**config.mk**
```make
export PLATFORM = sky130hd
export DESIGN_NAME = omni_drive_wheel_mixer_flat
export DESIGN_NICKNAME = d
export VERILOG_FILES = /design/src/rtl/odwm_pkg.sv /design/src/rtl/odwm_cmd_if.sv /design/src/rtl/odwm_res_if.sv /design/src/rtl/odwm_lane.sv /design/src/rtl/omni_drive_wheel_mixer.sv /design/src/flat_wrapper.sv
export SDC_FILE = /design/constraint.sdc
export NUM_CORES = 2
export LEC_CHECK = 0
export BUFFER_PORTS_ARGS = -buffer_cell sky130_fd_sc_hd__buf_4
export CAP_MARGIN = 20
export CORE_MARGIN = 5
export CORE_UTILIZATION = 42
export CTS_CLUSTER_SIZE = 20
export DETAILED_ROUTE_END_ITERATION = 7
export PLACE_DENSITY = 0.61
export SLEW_MARGIN = 20
export SYNTH_ARGS = -nofsm -noshare
export SYNTH_HDL_FRONTEND = slang
export SYNTH_SLANG_ARGS = --single-unit
```
**constraint.sdc**
```tcl
create_clock -name clk_i -period 19 [get_ports clk_i]
set_clock_uncertainty 0.2 [all_clocks]
set_input_delay 2.85 -clock clk_i [delete_from_list [all_inputs] [get_ports clk_i]]
set_output_delay 2.85 -clock clk_i [all_outputs]
set_load 0.02 [all_outputs]
```
**src/rtl/odwm_pkg.sv**
```systemverilog
// ----------------------------------------------------------------------------
// Omni drive wheel mixer package
// Shared types, constants, the preset direction table and the sine table
// generator.
// ----------------------------------------------------------------------------
package odwm_pkg;

  // Fraction bits of the sine table entries (Q1.TRIG_FRAC_BITS).
  localparam int unsigned TRIG_FRAC_BITS = 15;

  localparam int unsigned NUM_WHEELS = 3;
  localparam int unsigned NUM_DIRS   = 12;
  localparam int unsigned NUM_LEVELS = 3;
  // Register stages from the command port to the result register.
  localparam int unsigned PIPE_DEPTH = 7;

  // Command codes.
  localparam logic       OP_PRESET = 1'b0;
  localparam logic       OP_POLAR  = 1'b1;
  localparam logic [6:0] STOP_CODE = 7'd88;

  // Heading correction.
  localparam logic [8:0] CORR_SPLIT = 9'd180;
  localparam logic [9:0] FULL_TURN  = 10'd360;

  // Travel angle offsets of wheels 0 and 2.
  localparam logic [9:0] WHEEL0_OFS = 10'd120;
  localparam logic [9:0] WHEEL2_OFS = 10'd60;

  // Dead-band map.
  localparam logic [9:0] DB_ZERO  = 10'd3;
  localparam logic [9:0] DB_KNEE  = 10'd70;
  localparam logic [9:0] DB_LOW_BASE  = 10'd25;
  localparam logic [9:0] DB_HIGH_BASE = 10'd60;
  localparam logic [5:0] DB_LOW_NUM   = 6'd35;   // over 67
  localparam logic [3:0] DB_HIGH_NUM  = 4'd13;   // 195/150 reduced to 13/10
  localparam logic [7:0] DUTY_MAX     = 8'd255;

  // Reciprocal multipliers. Each is ceil(2^shift / divisor); the operands seen
  // here stay well inside the range over which the floor is exact.
  localparam logic [12:0] Div100Mul   = 13'd5243;  // shift 19
  localparam int unsigned Div100Shift = 19;
  localparam logic [12:0] Div10Mul    = 13'd6554;  // shift 16
  localparam int unsigned Div10Shift  = 16;
  localparam logic [12:0] Div67Mul    = 13'd3913;  // shift 18
  localparam int unsigned Div67Shift  = 18;

  // Wheel 2 gain of 1.15 as 115 over 100.
  localparam logic [6:0] GAIN_NUM = 7'd115;

  // Width of the scaled product after the fraction bits are dropped.
  localparam int unsigned SCALED_W = 15;

  typedef enum logic [1:0] {
    MODE_PRESET = 2'd0,
    MODE_POLAR  = 2'd1,
    MODE_OFF    = 2'd2
  } mode_e;

  // What stage one hands to each wheel lane.
  typedef struct packed {
    mode_e              mode;
    logic signed [8:0]  corr;
    logic signed [8:0]  preset;
    logic [7:0]         spd;
    logic [8:0]         deg;
    logic               invert;
    logic               scale;
  } lane_in_t;

  // Preset wheel values: rows are level 3, level 2 and the low level.
  localparam int PRESET_TAB [NUM_LEVELS][NUM_DIRS][NUM_WHEELS] = '{
    '{'{-130, 0, 150}, '{-85, -85, 150}, '{0, -130, 150}, '{65, -120, 70},
      '{150, -130, 0}, '{120, -65, -70}, '{150, 0, -165}, '{80, 70, -150},
      '{0, 130, -150}, '{-70, 120, -80}, '{-140, 130, 0}, '{-120, 60, 70}},
    '{'{-80, 0, 95}, '{-45, -45, 95}, '{0, -80, 95}, '{40, -80, 55},
      '{90, -80, 0}, '{80, -40, -55}, '{90, 0, -105}, '{45, 40, -90},
      '{0, 80, -95}, '{-45, 80, -55}, '{-85, 80, 0}, '{-80, 40, 55}},
    '{'{-50, 0, 60}, '{-45, -45, 95}, '{0, -80, 95}, '{35, -60, 40},
      '{90, -80, 0}, '{80, -40, -55}, '{50, 0, -60}, '{45, 40, -90},
      '{0, 80, -95}, '{-35, 60, -40}, '{-85, 80, 0}, '{-80, 40, 55}}
  };

  localparam logic [63:0] PI_Q30 = 64'd3373259426;

  // Divides a Taylor term by (2k)(2k+1).
  function automatic logic [63:0] taylor_div(logic [63:0] term, int unsigned k);
    case (k)
      1:       return term / 64'd6;
      2:       return term / 64'd20;
      3:       return term / 64'd42;
      4:       return term / 64'd72;
      5:       return term / 64'd110;
      6:       return term / 64'd156;
      default: return term / 64'd210;
    endcase
  endfunction

  // sin(deg) for deg in 0..90, evaluated at elaboration with a fixed-point
  // Taylor series in Q30 and rounded half up to frac fraction bits.
  function automatic logic [31:0] sine_entry(int unsigned deg, int unsigned frac);
    logic [63:0] x;
    logic [63:0] x2;
    logic [63:0] term;
    longint      sum;
    logic [63:0] rnd;
    x    = (64'(deg) * PI_Q30 + 64'd90) / 64'd180;
    x2   = (x * x) >> 30;
    term = x;
    sum  = longint'(x);
    for (int unsigned k = 1; k <= 7; k++) begin
      term = (term * x2) >> 30;
      term = taylor_div(term, k);
      if ((k & 1) != 0) begin
        sum = sum - longint'(term);
      end else begin
        sum = sum + longint'(term);
      end
    end
    if (sum < 0) begin
      sum = 0;
    end
    if (sum > (longint'(1) << 30)) begin
      sum = longint'(1) << 30;
    end
    rnd = (64'(sum) + (64'd1 << (29 - frac))) >> (30 - frac);
    return rnd[31:0];
  endfunction

endpackage

```
**src/rtl/odwm_cmd_if.sv**
```systemverilog
// ----------------------------------------------------------------------------
// Omni drive command channel
// Valid/ready channel carrying one drive command item.
// ----------------------------------------------------------------------------
interface odwm_cmd_if;
  logic       valid;
  logic       ready;
  logic       opcode;
  logic [8:0] heading;
  logic [6:0] dir_code;
  logic [1:0] level;
  logic [7:0] speed;
  logic [8:0] angle;

  modport source (
    output valid, opcode, heading, dir_code, level, speed, angle,
    input  ready
  );
  modport sink (
    input  valid, opcode, heading, dir_code, level, speed, angle,
    output ready
  );
endinterface

```
**src/rtl/odwm_res_if.sv**
```systemverilog
// ----------------------------------------------------------------------------
// Omni drive result channel
// Valid/ready channel carrying direction and duty for the three wheels.
// ----------------------------------------------------------------------------
interface odwm_res_if;
  logic       valid;
  logic       ready;
  logic       rev0;
  logic [7:0] duty0;
  logic       rev1;
  logic [7:0] duty1;
  logic       rev2;
  logic [7:0] duty2;

  modport source (
    output valid, rev0, duty0, rev1, duty1, rev2, duty2,
    input  ready
  );
  modport sink (
    input  valid, rev0, duty0, rev1, duty1, rev2, duty2,
    output ready
  );
endinterface

```
**src/rtl/odwm_lane.sv**
```systemverilog
// ----------------------------------------------------------------------------
// Omni drive wheel lane
// Stages two to seven for one wheel: sine lookup, speed product, gain,
// heading correction, dead-band map and the result register.
// ----------------------------------------------------------------------------
module odwm_lane #(
  parameter int unsigned FracBits = odwm_pkg::TRIG_FRAC_BITS
) (
  input  logic               clk_i,
  input  logic               en_i,
  input  odwm_pkg::lane_in_t lane_i,
  output logic               rev_o,
  output logic [7:0]         duty_o
);

  localparam int unsigned MagW  = FracBits + 1;
  localparam int unsigned ProdW = MagW + 8;
  localparam int unsigned GainW = ProdW + 7;
  localparam int unsigned SclW  = odwm_pkg::SCALED_W;

  typedef struct packed {
    odwm_pkg::mode_e   mode;
    logic signed [8:0] corr;
    logic signed [8:0] preset;
    logic              neg;
    logic              scale;
  } lane_ctl_t;

  // Quarter-wave sine table, built at elaboration.
  logic [MagW-1:0] sin_tab [91];
  for (genvar g = 0; g < 91; g++) begin : g_sin
    assign sin_tab[g] = MagW'(odwm_pkg::sine_entry(g, FracBits));
  end

  // Stage 2: quadrant fold and table read.
  logic [6:0]      quad_idx;
  logic            quad_neg;
  lane_ctl_t       ctl2_d, ctl2_q;
  logic [MagW-1:0] mag2_q;
  logic [7:0]      spd2_q;

  always_comb begin
    if (lane_i.deg <= 9'd90) begin
      quad_idx = lane_i.deg[6:0];
      quad_neg = 1'b0;
    end else if (lane_i.deg <= 9'd180) begin
      quad_idx = 7'(9'd180 - lane_i.deg);
      quad_neg = 1'b0;
    end else if (lane_i.deg <= 9'd270) begin
      quad_idx = 7'(lane_i.deg - 9'd180);
      quad_neg = 1'b1;
    end else begin
      quad_idx = 7'(9'd360 - lane_i.deg);
      quad_neg = 1'b1;
    end
    ctl2_d.mode   = lane_i.mode;
    ctl2_d.corr   = lane_i.corr;
    ctl2_d.preset = lane_i.preset;
    ctl2_d.neg    = quad_neg ^ lane_i.invert;
    ctl2_d.scale  = lane_i.scale;
  end

  always_ff @(posedge clk_i) begin
    if (en_i) begin
      ctl2_q <= ctl2_d;
      mag2_q <= sin_tab[quad_idx];
      spd2_q <= lane_i.spd;
    end
  end

  // Stage 3: speed times sine magnitude.
  lane_ctl_t        ctl3_q;
  logic [ProdW-1:0] prod3_q;

  always_ff @(posedge clk_i) begin
    if (en_i) begin
      ctl3_q  <= ctl2_q;
      prod3_q <= ProdW'(spd2_q) * ProdW'(mag2_q);
    end
  end

  // Stage 4: drop the fraction bits, with the 115 gain first on wheel 2.
  lane_ctl_t       ctl4_q;
  logic [SclW-1:0] scl4_d, scl4_q;
  logic [GainW-1:0] gain4;

  always_comb begin
    gain4 = GainW'(prod3_q) * GainW'(odwm_pkg::GAIN_NUM);
    if (ctl3_q.scale) begin
      scl4_d = SclW'(gain4 >> FracBits);
    end else begin
      scl4_d = SclW'(prod3_q >> FracBits);
    end
  end

  always_ff @(posedge clk_i) begin
    if (en_i) begin
      ctl4_q <= ctl3_q;
      scl4_q <= scl4_d;
    end
  end

  // Stage 5: divide by 100 where scaled, apply the sign and the correction.
  odwm_pkg::mode_e    mode5_q;
  logic signed [10:0] x5_d, x5_q;
  logic [27:0]        rcp5;
  logic [8:0]         mag5;
  logic signed [10:0] mag5_s;
  logic signed [10:0] corr5_s;

  always_comb begin
    rcp5 = 28'(scl4_q) * 28'(odwm_pkg::Div100Mul);
    if (ctl4_q.scale) begin
      mag5 = 9'(rcp5 >> odwm_pkg::Div100Shift);
    end else begin
      mag5 = 9'(scl4_q);
    end
    mag5_s  = $signed({2'b00, mag5});
    corr5_s = 11'(ctl4_q.corr);
    if (ctl4_q.mode == odwm_pkg::MODE_PRESET) begin
      x5_d = 11'(ctl4_q.preset) + corr5_s;
    end else if (ctl4_q.neg) begin
      x5_d = corr5_s - mag5_s;
    end else begin
      x5_d = corr5_s + mag5_s;
    end
  end

  always_ff @(posedge clk_i) begin
    if (en_i) begin
      mode5_q <= ctl4_q.mode;
      x5_q    <= x5_d;
    end
  end

  // Stage 6: dead-band segment and its numerator.
  odwm_pkg::mode_e    mode6_q;
  logic signed [10:0] x6_q;
  logic [9:0]         abs6;
  logic [12:0]        num6_d, num6_q;
  logic               hi6_d, hi6_q, zero6_d, zero6_q;

  always_comb begin
    abs6    = x5_q[10] ? 10'(-x5_q) : 10'(x5_q);
    zero6_d = abs6 <= odwm_pkg::DB_ZERO;
    hi6_d   = abs6 > odwm_pkg::DB_KNEE;
    if (hi6_d) begin
      num6_d = 13'(abs6 - odwm_pkg::DB_KNEE) * 13'(odwm_pkg::DB_HIGH_NUM);
    end else begin
      num6_d = 13'(abs6 - odwm_pkg::DB_ZERO) * 13'(odwm_pkg::DB_LOW_NUM);
    end
  end

  always_ff @(posedge clk_i) begin
    if (en_i) begin
      mode6_q <= mode5_q;
      x6_q    <= x5_q;
      num6_q  <= num6_d;
      hi6_q   <= hi6_d;
      zero6_q <= zero6_d;
    end
  end

  // Stage 7: finish the map, saturate and drive the result register.
  logic [25:0] rcp7;
  logic [9:0]  mapped7;
  logic [7:0]  sat7;
  logic        rev_d, rev_q;
  logic [7:0]  duty_d, duty_q;

  always_comb begin
    if (hi6_q) begin
      rcp7    = 26'(num6_q) * 26'(odwm_pkg::Div10Mul);
      mapped7 = 10'(rcp7 >> odwm_pkg::Div10Shift) + odwm_pkg::DB_HIGH_BASE;
    end else begin
      rcp7    = 26'(num6_q) * 26'(odwm_pkg::Div67Mul);
      mapped7 = 10'(rcp7 >> odwm_pkg::Div67Shift) + odwm_pkg::DB_LOW_BASE;
    end
    if (zero6_q) begin
      sat7 = 8'd0;
    end else if (mapped7 > 10'(odwm_pkg::DUTY_MAX)) begin
      sat7 = odwm_pkg::DUTY_MAX;
    end else begin
      sat7 = mapped7[7:0];
    end

    rev_d  = 1'b0;
    duty_d = 8'd0;
    case (mode6_q)
      odwm_pkg::MODE_PRESET: begin
        // Preset values beyond full duty switch the wheel off.
        if (x6_q > 11'sd0 && x6_q <= 11'sd255) begin
          duty_d = x6_q[7:0];
        end else if (x6_q < 11'sd0 && x6_q >= -11'sd255) begin
          rev_d  = 1'b1;
          duty_d = 8'(-x6_q);
        end
      end
      odwm_pkg::MODE_POLAR: begin
        rev_d  = x6_q[10] && (sat7 != 8'd0);
        duty_d = sat7;
      end
      default: begin
        rev_d  = 1'b0;
        duty_d = 8'd0;
      end
    endcase
  end

  always_ff @(posedge clk_i) begin
    if (en_i) begin
      rev_q  <= rev_d;
      duty_q <= duty_d;
    end
  end

  assign rev_o  = rev_q;
  assign duty_o = duty_q;

endmodule

```
**src/rtl/omni_drive_wheel_mixer.sv**
```systemverilog
// ----------------------------------------------------------------------------
// Omni drive wheel mixer
// Turns a drive command and a compass heading into direction and PWM duty
// for the three wheels of an omni drive base.
// ----------------------------------------------------------------------------
//
//   Channel  Direction  Handshake          Item
//   cmd_i    in         valid/ready sink   opcode, heading, dir_code, level,
//                                          speed, angle
//   res_o    out        valid/ready source rev0/duty0, rev1/duty1, rev2/duty2
//
// The block is a seven-stage pipeline and accepts one item in every cycle
// while res_o does not stall it; a result appears once its command has passed every stage.
// The pipeline advances as a whole; when a result is held by a low
// res_o.ready, every stage freezes and cmd_i.ready drops, so nothing is lost
// or repeated. Empty stages do not stall the flow.
// Reset clears the valid bits only; no item is held after reset and no
// clearing pass is needed.
// A preset command with an unknown direction code is dropped at stage one and
// produces no result.
module omni_drive_wheel_mixer #(
  parameter int unsigned TrigFracBits = odwm_pkg::TRIG_FRAC_BITS
) (
  input  logic     clk_i,
  input  logic     rst_ni,
  odwm_cmd_if.sink   cmd_i,
  odwm_res_if.source res_o
);

  localparam int unsigned NumWheels = odwm_pkg::NUM_WHEELS;
  localparam int unsigned Depth     = odwm_pkg::PIPE_DEPTH;

  // The whole pipeline moves when the result register is empty or being
  // taken.
  logic             pipe_en;
  logic [Depth-1:0] vld_d, vld_q;

  assign pipe_en     = !vld_q[Depth-1] || res_o.ready;
  assign cmd_i.ready = pipe_en;

  // Stage 1: decode the command, form the heading correction, wrap the angle
  // and look up the preset table.
  logic              code_ok;
  logic [1:0]        row;
  logic [3:0]        dir;
  logic [9:0]        corr_full;
  logic signed [8:0] corr;
  logic [8:0]        ang;
  logic [9:0]        ang0_sum, ang2_sum;
  logic [8:0]        deg [NumWheels];
  odwm_pkg::mode_e   mode;

  odwm_pkg::lane_in_t lane_d [NumWheels];
  odwm_pkg::lane_in_t lane_q [NumWheels];

  always_comb begin
    code_ok = (cmd_i.opcode == odwm_pkg::OP_POLAR) ||
              (cmd_i.dir_code < 7'(odwm_pkg::NUM_DIRS)) ||
              (cmd_i.dir_code == odwm_pkg::STOP_CODE);

    // Level 3 selects the fast row, level 2 the middle row, else the low row.
    case (cmd_i.level)
      2'd3:    row = 2'd0;
      2'd2:    row = 2'd1;
      default: row = 2'd2;
    endcase
    dir = (cmd_i.dir_code < 7'(odwm_pkg::NUM_DIRS)) ? cmd_i.dir_code[3:0] : 4'd0;

    // Below 180 degrees the correction is minus the heading, otherwise the
    // distance to a full turn. Headings beyond a full turn give a negative
    // value through the same subtraction.
    if (cmd_i.heading < odwm_pkg::CORR_SPLIT) begin
      corr_full = 10'd0 - 10'(cmd_i.heading);
    end else begin
      corr_full = odwm_pkg::FULL_TURN - 10'(cmd_i.heading);
    end
    corr = $signed(corr_full[8:0]);

    ang = (10'(cmd_i.angle) >= odwm_pkg::FULL_TURN) ?
          9'(10'(cmd_i.angle) - odwm_pkg::FULL_TURN) : cmd_i.angle;
    ang0_sum = 10'(ang) + odwm_pkg::WHEEL0_OFS;
    ang2_sum = 10'(ang) + odwm_pkg::WHEEL2_OFS;
    deg[0] = (ang0_sum >= odwm_pkg::FULL_TURN) ?
             9'(ang0_sum - odwm_pkg::FULL_TURN) : ang0_sum[8:0];
    deg[1] = ang;
    deg[2] = (ang2_sum >= odwm_pkg::FULL_TURN) ?
             9'(ang2_sum - odwm_pkg::FULL_TURN) : ang2_sum[8:0];

    if (cmd_i.opcode == odwm_pkg::OP_PRESET) begin
      mode = odwm_pkg::MODE_PRESET;
    end else if (cmd_i.speed == 8'd0) begin
      // Zero speed turns every wheel off, correction included.
      mode = odwm_pkg::MODE_OFF;
    end else begin
      mode = odwm_pkg::MODE_POLAR;
    end
  end

  for (genvar w = 0; w < NumWheels; w++) begin : g_stage1
    always_comb begin
      lane_d[w].mode = mode;
      lane_d[w].corr = corr;
      // The stop code contributes nothing beyond the correction.
      if (cmd_i.opcode == odwm_pkg::OP_PRESET &&
          cmd_i.dir_code != odwm_pkg::STOP_CODE) begin
        lane_d[w].preset = 9'(odwm_pkg::PRESET_TAB[row][dir][w]);
      end else begin
        lane_d[w].preset = 9'sd0;
      end
      lane_d[w].spd    = cmd_i.speed;
      lane_d[w].deg    = deg[w];
      // Wheels 0 and 1 take the negated product, wheel 2 the 1.15 gain.
      lane_d[w].invert = (w != 2);
      lane_d[w].scale  = (w == 2);
    end

    always_ff @(posedge clk_i) begin
      if (pipe_en) begin
        lane_q[w] <= lane_d[w];
      end
    end
  end

  // Valid bits travel beside the data; a dropped command enters as a bubble.
  assign vld_d = {vld_q[Depth-2:0], cmd_i.valid && code_ok};

  always_ff @(posedge clk_i or negedge rst_ni) begin
    if (!rst_ni) begin
      vld_q <= '0;
    end else if (pipe_en) begin
      vld_q <= vld_d;
    end
  end

  // Stages 2 to 7, one lane per wheel.
  logic       rev  [NumWheels];
  logic [7:0] duty [NumWheels];

  for (genvar w = 0; w < NumWheels; w++) begin : g_lane
    odwm_lane #(
      .FracBits(TrigFracBits)
    ) u_lane (
      .clk_i (clk_i),
      .en_i  (pipe_en),
      .lane_i(lane_q[w]),
      .rev_o (rev[w]),
      .duty_o(duty[w])
    );
  end

  assign res_o.valid = vld_q[Depth-1];
  assign res_o.rev0  = rev[0];
  assign res_o.duty0 = duty[0];
  assign res_o.rev1  = rev[1];
  assign res_o.duty1 = duty[1];
  assign res_o.rev2  = rev[2];
  assign res_o.duty2 = duty[2];

endmodule
```
**src/flat_wrapper.sv**
```systemverilog
// flat-port wrapper written by rule: the top's interface ports become plain ports
module omni_drive_wheel_mixer_flat 
#(
  parameter int unsigned TrigFracBits = odwm_pkg::TRIG_FRAC_BITS
)
  (clk_i, rst_ni, cmd_i_valid, cmd_i_opcode, cmd_i_heading, cmd_i_dir_code, cmd_i_level, cmd_i_speed, cmd_i_angle, cmd_i_ready, res_o_valid, res_o_rev0, res_o_duty0, res_o_rev1, res_o_duty1, res_o_rev2, res_o_duty2, res_o_ready);
  odwm_cmd_if cmd_i_i ();
  odwm_res_if res_o_i ();
  input  logic clk_i;
  input  logic rst_ni;
  input wire logic [$bits(cmd_i_i.valid)-1:0] cmd_i_valid;
  input wire logic [$bits(cmd_i_i.opcode)-1:0] cmd_i_opcode;
  input wire logic [$bits(cmd_i_i.heading)-1:0] cmd_i_heading;
  input wire logic [$bits(cmd_i_i.dir_code)-1:0] cmd_i_dir_code;
  input wire logic [$bits(cmd_i_i.level)-1:0] cmd_i_level;
  input wire logic [$bits(cmd_i_i.speed)-1:0] cmd_i_speed;
  input wire logic [$bits(cmd_i_i.angle)-1:0] cmd_i_angle;
  output wire logic [$bits(cmd_i_i.ready)-1:0] cmd_i_ready;
  output wire logic [$bits(res_o_i.valid)-1:0] res_o_valid;
  output wire logic [$bits(res_o_i.rev0)-1:0] res_o_rev0;
  output wire logic [$bits(res_o_i.duty0)-1:0] res_o_duty0;
  output wire logic [$bits(res_o_i.rev1)-1:0] res_o_rev1;
  output wire logic [$bits(res_o_i.duty1)-1:0] res_o_duty1;
  output wire logic [$bits(res_o_i.rev2)-1:0] res_o_rev2;
  output wire logic [$bits(res_o_i.duty2)-1:0] res_o_duty2;
  input wire logic [$bits(res_o_i.ready)-1:0] res_o_ready;
  assign cmd_i_i.valid = cmd_i_valid;
  assign cmd_i_i.opcode = cmd_i_opcode;
  assign cmd_i_i.heading = cmd_i_heading;
  assign cmd_i_i.dir_code = cmd_i_dir_code;
  assign cmd_i_i.level = cmd_i_level;
  assign cmd_i_i.speed = cmd_i_speed;
  assign cmd_i_i.angle = cmd_i_angle;
  assign cmd_i_ready = cmd_i_i.ready;
  assign res_o_valid = res_o_i.valid;
  assign res_o_rev0 = res_o_i.rev0;
  assign res_o_duty0 = res_o_i.duty0;
  assign res_o_rev1 = res_o_i.rev1;
  assign res_o_duty1 = res_o_i.duty1;
  assign res_o_rev2 = res_o_i.rev2;
  assign res_o_duty2 = res_o_i.duty2;
  assign res_o_i.ready = res_o_ready;
  omni_drive_wheel_mixer #(.TrigFracBits(TrigFracBits)) u_core (.clk_i(clk_i), .rst_ni(rst_ni), .cmd_i(cmd_i_i), .res_o(res_o_i));
endmodule
```
Word level (Yosys, flattened, before mapping)
Memories as Yosys holds them, arrays and structs flattened. A register that Yosys moved wholly into a read port is not among the register bits.
Index checks and enable logic that the tools add are counted.
W data, S select, Z words.
- $add $sub $neg: 43
- multiply operators: 21
- div/mod/pow operators: 0
- $lt $le $gt $ge: 37
- equal/unequal tests: 7
- shift-type cells: 0
- muxes and demuxes: 79
- bitwise logic cells: 9
- reduce and logical (&&, ||, !) cells: 25
- operators by type and width (kind ; count):
    $bmux W1152 S2 ; 1
    $mux W1152 ; 2
    $bmux W96 S4 ; 1
    $mul A13 B12 Y25 const B ; 6
    $mux W73 ; 2
    $mux W9 ; 13
    $mux W8 ; 12
    $mul A24 B7 Y30 const B ; 3
    $mul A15 B13 Y28 const B ; 3
    $mul A8 B16 Y24 ; 3
    $mux W11 ; 6
    $mux W7 ; 9
    $mux W10 ; 6
    $pmux W8 S2 ; 3
    $mul A11 B7 Y13 const B ; 3
    $mul A13 B4 Y13 const B ; 3
    $mux W13 ; 3
    $add A9 B10 Y11 ; 3
    $ge A11 B9 Y1 const B ; 3
    $gt A11 B1 Y1 const B ; 3
    $le A11 B9 Y1 const B ; 3
    $lt A11 B1 Y1 const B ; 3
    $sub A10 B2 Y11 const B ; 3
    $sub A10 B7 Y11 const B ; 3
    46 further kinds ; 121
- flip-flop bits (word level): 496
- latch bits: 0
- bits in writable memories: 117
- memory bits (read-only): 6144
- bits of input ports: 40
- memories kept: 4
- memory list (memory ; words ; bits a word ; read ports ; clocked after memory_dff ; wr ports ; line ; source):
    (name not given) ; 128 ; 16 ; 1 ; 1 ; 0 ; odwm_lane.sv:66 ; mag2_q <= sin_tab[quad_idx];
    (name not given) ; 128 ; 16 ; 1 ; 1 ; 0 ; odwm_lane.sv:66 ;
    (name not given) ; 128 ; 16 ; 1 ; 1 ; 0 ; odwm_lane.sv:66 ;
    u_core.lane_q ; 3 ; 39 ; 3 ; 0 ; 3 ; omni_drive_wheel_mixer.sv:54 ; odwm_pkg::lane_in_t lane_q [NumWheels];

Longest topological paths before layout
- word-level depth: 10
- gate-level depth with buffers: 37
- gate-level depth less buffers: 37

Cells and area by module
Synthesis repeated with hierarchy kept, for this count alone.
- cell total of the unflattened synthesis: 8775
- area, all modules: 85902.4 um2
- by module, submodules not included (module ; instances ; cells each ; area each (um2) ; seq. area each (um2)):
    odwm_lane (u_core.g_lane[2].u_lane) ; 1 ; 2785 ; 27231.1 ; 5375.2
    odwm_lane (u_core.g_lane[0].u_lane) ; 1 ; 2784 ; 27053.4 ; 5375.2
    odwm_lane (u_core.g_lane[1].u_lane) ; 1 ; 2738 ; 26965.9 ; 5375.2
    omni_drive_wheel_mixer ; 1 ; 468 ; 4652.0 ; 2217.1

Worst setup path after synthesis
Ideal clock, no wire load.
- path kind: input port to output port
- start: in res_o_ready
- end: out cmd_i_ready
- arrival: 15.829 ns
- data required time: 15.950 ns
- path slack: 0.121 ns
- stages on the path: 2
- cells stage by stage: nand2b_1 > clkbuf_1
- word-level cells in the longest chain between the ends: 1
- RTL lines (what ; line ; source):
    from (decl) ; flat_wrapper.sv:26 ; input wire logic [$bits(res_o_i.ready)-1:0] res_o_ready;
    $logic_or A1 B1 Y1 ; omni_drive_wheel_mixer.sv:38 ; assign pipe_en = !vld_q[Depth-1] || res_o.ready;
    to (decl) ; flat_wrapper.sv:18 ; output wire logic [$bits(cmd_i_i.ready)-1:0] cmd_i_ready;
No other way between the ends.

Worst setup path after layout
- start: reg u_core.g_lane[2].u_lane.scl4_q[8]
- end: reg u_core.g_lane[2].u_lane.x5_q[10] (data pin)
- word-level cells in the longest chain between the ends: 5
- elaborated cells between the ends (all ways): 6
- classes of those cells: 2 x add/sub; 1 x mul; 3 x mux
- RTL lines (what ; line ; source):
    from (decl) ; odwm_lane.sv:84 ; logic [SclW-1:0] scl4_d, scl4_q;
    from (signal assigned) ; odwm_lane.sv:99 ; scl4_q <= scl4_d;
    $mul A15 B13 Y28 ; odwm_lane.sv:112 ; rcp5 = 28'(scl4_q) * 28'(odwm_pkg::Div100Mul);
    $mux W9 * ; odwm_lane.sv:113 ; if (ctl4_q.scale) begin
    $add A9 B10 Y11 or $sub A9 B10 Y11 (tied branches) ; odwm_lane.sv:125, odwm_lane.sv:123 ;
    $mux W11 * ; odwm_lane.sv:122 ; end else if (ctl4_q.neg) begin
    $mux W11 * ; odwm_lane.sv:120 ; if (ctl4_q.mode == odwm_pkg::MODE_PRESET) begin
    named net u_core.g_lane[2].u_lane.x5_d[10] ; odwm_lane.sv:105 ; logic signed [10:0] x5_d, x5_q;
    to (signal assigned) ; odwm_lane.sv:132 ; x5_q <= x5_d;
    to (decl) ; odwm_lane.sv:105 ;
The timed path passes the listed nets; every way through them passes the cells marked *.
A chain may end at the register's enable or synchronous reset.

==> summary.txt <==
Setup path
  – Reg2Reg Depth: 29
  – Largest stage delay on the critical path: 0.75 ns
  – Crit end category: register
  – WS Path Type: reg2reg
  – CP Max Fanout: 6
  – CP endpoint: u_core.g_lane[2].u_lane.x5_q[10]
  – WP depth: 29
  – Critical Path Source Type: register
  – Worst R2R Setup Slack: 10.80 ns
  – R2r endpoint: u_core.g_lane[2].u_lane.x5_q[10]
  – Arr. time, crit path: 8.40 ns
  – Critical Path Slowest Stage Cell: a2111oi_1
  – R2R Path Start: u_core.g_lane[2].u_lane.scl4_q[8]
  – CP Buf/Inv Count: 5
  – Crit path launch: u_core.g_lane[2].u_lane.scl4_q[8]
  – Critical path required time: 19.20 ns
  – Most Frequent Cell on Critical Path: inv_1
  – Largest delay share family, worst path: compound AO/OA/AOI/OAI gates

Place
  – IO Port Bufs: 68
  – GPL Wtd Cong: 0.8662
  – Hpwl dp: 122400 um

Timing
  – Setup violations, final: 0
  – Final period util: 43.16%
  – Unrepaired setup endpoints after global routing: false
  – Hold Fails Final Rpt: 0
  – Min Tclk post-route: 8.201 ns
  – Slew HR: 21.64%
  – Pins Over Slew Limit: 0
  – Slew @ Worst Pin: 1.165 ns
  – FMAX: 121.9 MHz
  – Total Neg Setup Slack: 0 ns

Floorplanning
  – Starting Density: 42.34%
  – Die area: 168100 um2
  – I/O pin count: 69
  – Die X: 410.0 um
  – Die height: 410.0 um
  – # rows: 146
  – Core Footprint: 158700 um2

Routing
  – DRT antenna net count: 0
  – Drt total wl: 153800 um
  – DR vias/cell: 5.386
  – Iter 0 DRT Violations: 3046
  – First-pass DRT Iterations: 6
  – DRC viols: 0
  – Routed length per instance: 16.84 um
  – Via count: 49180

Finish
  – # nets final: 8798
  – Layout area overhead: 6.756%
  – Share of cells above drive strength 1: 4.491%
  – # diodes: 0

Status
  – Status: finished clean

Global route
  – GRT Total Usage: 18.39%
  – Initial antenna violation count: 0
  – Largest net degree at the start of global routing: 77
  – Number of global-route vias before repair: 50460
  – First-pass GRT wire length: 258300 um
  – Grt total ovfl: 0

Yosys
  – Cell count after synthesis: 7064
  – Count leader, synth: inv_1
  – Area contributors post-synth: edfxtp_1, fa_1, ha_1
  – Share of flip-flops with an asynchronous set or reset: 1.486%
  – Leading cell types by count after synthesis: inv_1, ha_1, fa_1
  – Leading area contributor after synthesis: edfxtp_1
  – Sequential area share after synthesis: 20.99%
  – Synth unique cells: 106
  – Yosys warns: 0
  – Avg Cell Area, Syn: 9.515 um2
  – Syn_nets: 8849
  – Main flop type after synthesis: edfxtp_1
  – Post-synth top area share: 20.73%
  – Post-synth EDFFs: 464
  – Flops & latches, synth: 471
  – Netlist Area Pre-Place: 67210 um2

Clock tree
  – Root Driver: clkbuf_16
  – Post-CTS Setup Bufs: 0
  – Clk_lat worst skew: 0.66 ns
  – Max clock buf depth: 3
  – TritonCTS clock tree: built
  – Clk pin slew, worst setup/hold paths: 0.07 ns
  – Resized cells post-CTS: 0
  – CTS buffer count: 55
  – H-tree Lvls: 2
  – Hold_buf cts: 0
  – Sink Count: 471

Min path
  – Worst hold path class: reg2reg

Flow run
  – Max-cap violation count: 0
## cell type report
class	count	area, um2
inverter	1181	4433
clock inverter	42	419.2
tap	2072	2592
fill	14980	86990
multi-input combinational	5190	47920
clock buffer	61	1420
timing repair buffer	114	855.8
sequential	471	14110
## worst min-delay path by stage
stage                                                  start                                  to  slack [ns]  cells after the start
final                      u_core.g_lane[1].u_lane.ctl3_q[8]   u_core.g_lane[1].u_lane.ctl4_q[8]        0.21                      0
after global routing                    u_core.lane_q[0][60]   u_core.g_lane[1].u_lane.ctl2_q[4]        0.22                      0
after CTS                  u_core.g_lane[1].u_lane.ctl3_q[8]   u_core.g_lane[1].u_lane.ctl4_q[8]        0.21                      0
after detailed placement                u_core.lane_q[0][22]   u_core.g_lane[0].u_lane.ctl2_q[5]        0.20                      0
after global placement    u_core.g_lane[2].u_lane.ctl3_q[17]  u_core.g_lane[2].u_lane.corr5_s[6]        0.20                      0
after floorplan                         u_core.lane_q[0][27]  u_core.g_lane[0].u_lane.ctl2_q[10]        0.20                      0
## worst reg2reg max path, delay by kind of cell (launching register included)
family	cells	cell delay [ns]
AOI/OAI and AO/OA	12	3.15
adders and majority gates	7	2.91
xor gates and xnor gates	3	0.59
DFF	1	0.54
and+or+nand+nor	2	0.31
buffers and inverters	5	0.29
## layout by cell type, fill, tap and decap left out, types with 22 or more instances in the layout
cell / instances
a31oi_1: 56
o211ai_1: 55
a21o_1: 87
nor2_1: 361
clkbuf_16: 56
o22ai_1: 32
o21a_1: 51
nor2b_1: 40
xnor2_1: 272
ha_1: 1060
a211oi_1: 80
inv_1: 1175
o31ai_1: 32
and3_1: 32
nor4_1: 28
a21boi_0: 22
buf_4: 114
nor3_1: 104
fa_1: 685
nand2b_1: 54
a21oi_1: 387
o21ai_0: 283
nand4_1: 27
and2_1: 226
xor2_1: 108
or3_1: 25
o21bai_1: 32
nand3_1: 100
edfxtp_1: 464
nand2_1: 573
## state kept, by name, indices dropped and copies added, names as in the netlist, 24 cells and up
name,flops
u_core.lane_q,68
u_core.g_lane.u_lane.mag2_q,48
u_core.g_lane.u_lane.num6_q,39
u_core.g_lane.u_lane.x6_q,33
u_core.g_lane.u_lane.ctl3_q,41
u_core.g_lane.u_lane.prod3_q,42
u_core.g_lane.u_lane.ctl4_q,32
u_core.g_lane.u_lane.duty_o,24
u_core.g_lane.u_lane.ctl2_q,41
u_core.g_lane.u_lane.x5_q,33
u_core.g_lane.u_lane.scl4_q,33
## routing by layer
layer	up-vias	share of wire, %	wire length [um]	GRT usage (%)
met5	-	0	0	0
met4	0	2.0	3136	3.929
met3	214	3.7	5747	1.772
met2	1041	49	75540	32.30
met1	24020	45	69370	24.73
li1	23910	-	-	-
## cell families after synthesis
kind of cell / share of synthesized area, %
AO/OA/AOI/OAI: 13.12
XOR/XNOR: 5.157
adder cells (fa/ha/maj): 40.15
buffers and inverters: 7.889
flip-flops: 20.99
multiplexers: 1.083
AND/OR/NAND/NOR: 11.61
## per-stage QoR
step	setup WS, ns	cell area (um2)	cells	hold slack (ns)	util (%)
2_1_floorplan	0.1213	67210	7064	0.2003	-
3_3_place_gp	10.97	69910	9028	0.2014	44.04
3_5_place_dp	10.88	69910	9028	0.2045	44.04
4_1_cts	10.87	71750	9131	0.2130	45.20
5_1_grt	10.35	71750	9131	0.2188	45.20
6_report	10.80	71750	9131	0.2131	45.20
Power is not shown: default switching activity piles up to over one toggle a cycle in this logic, so the estimate is an artifact.
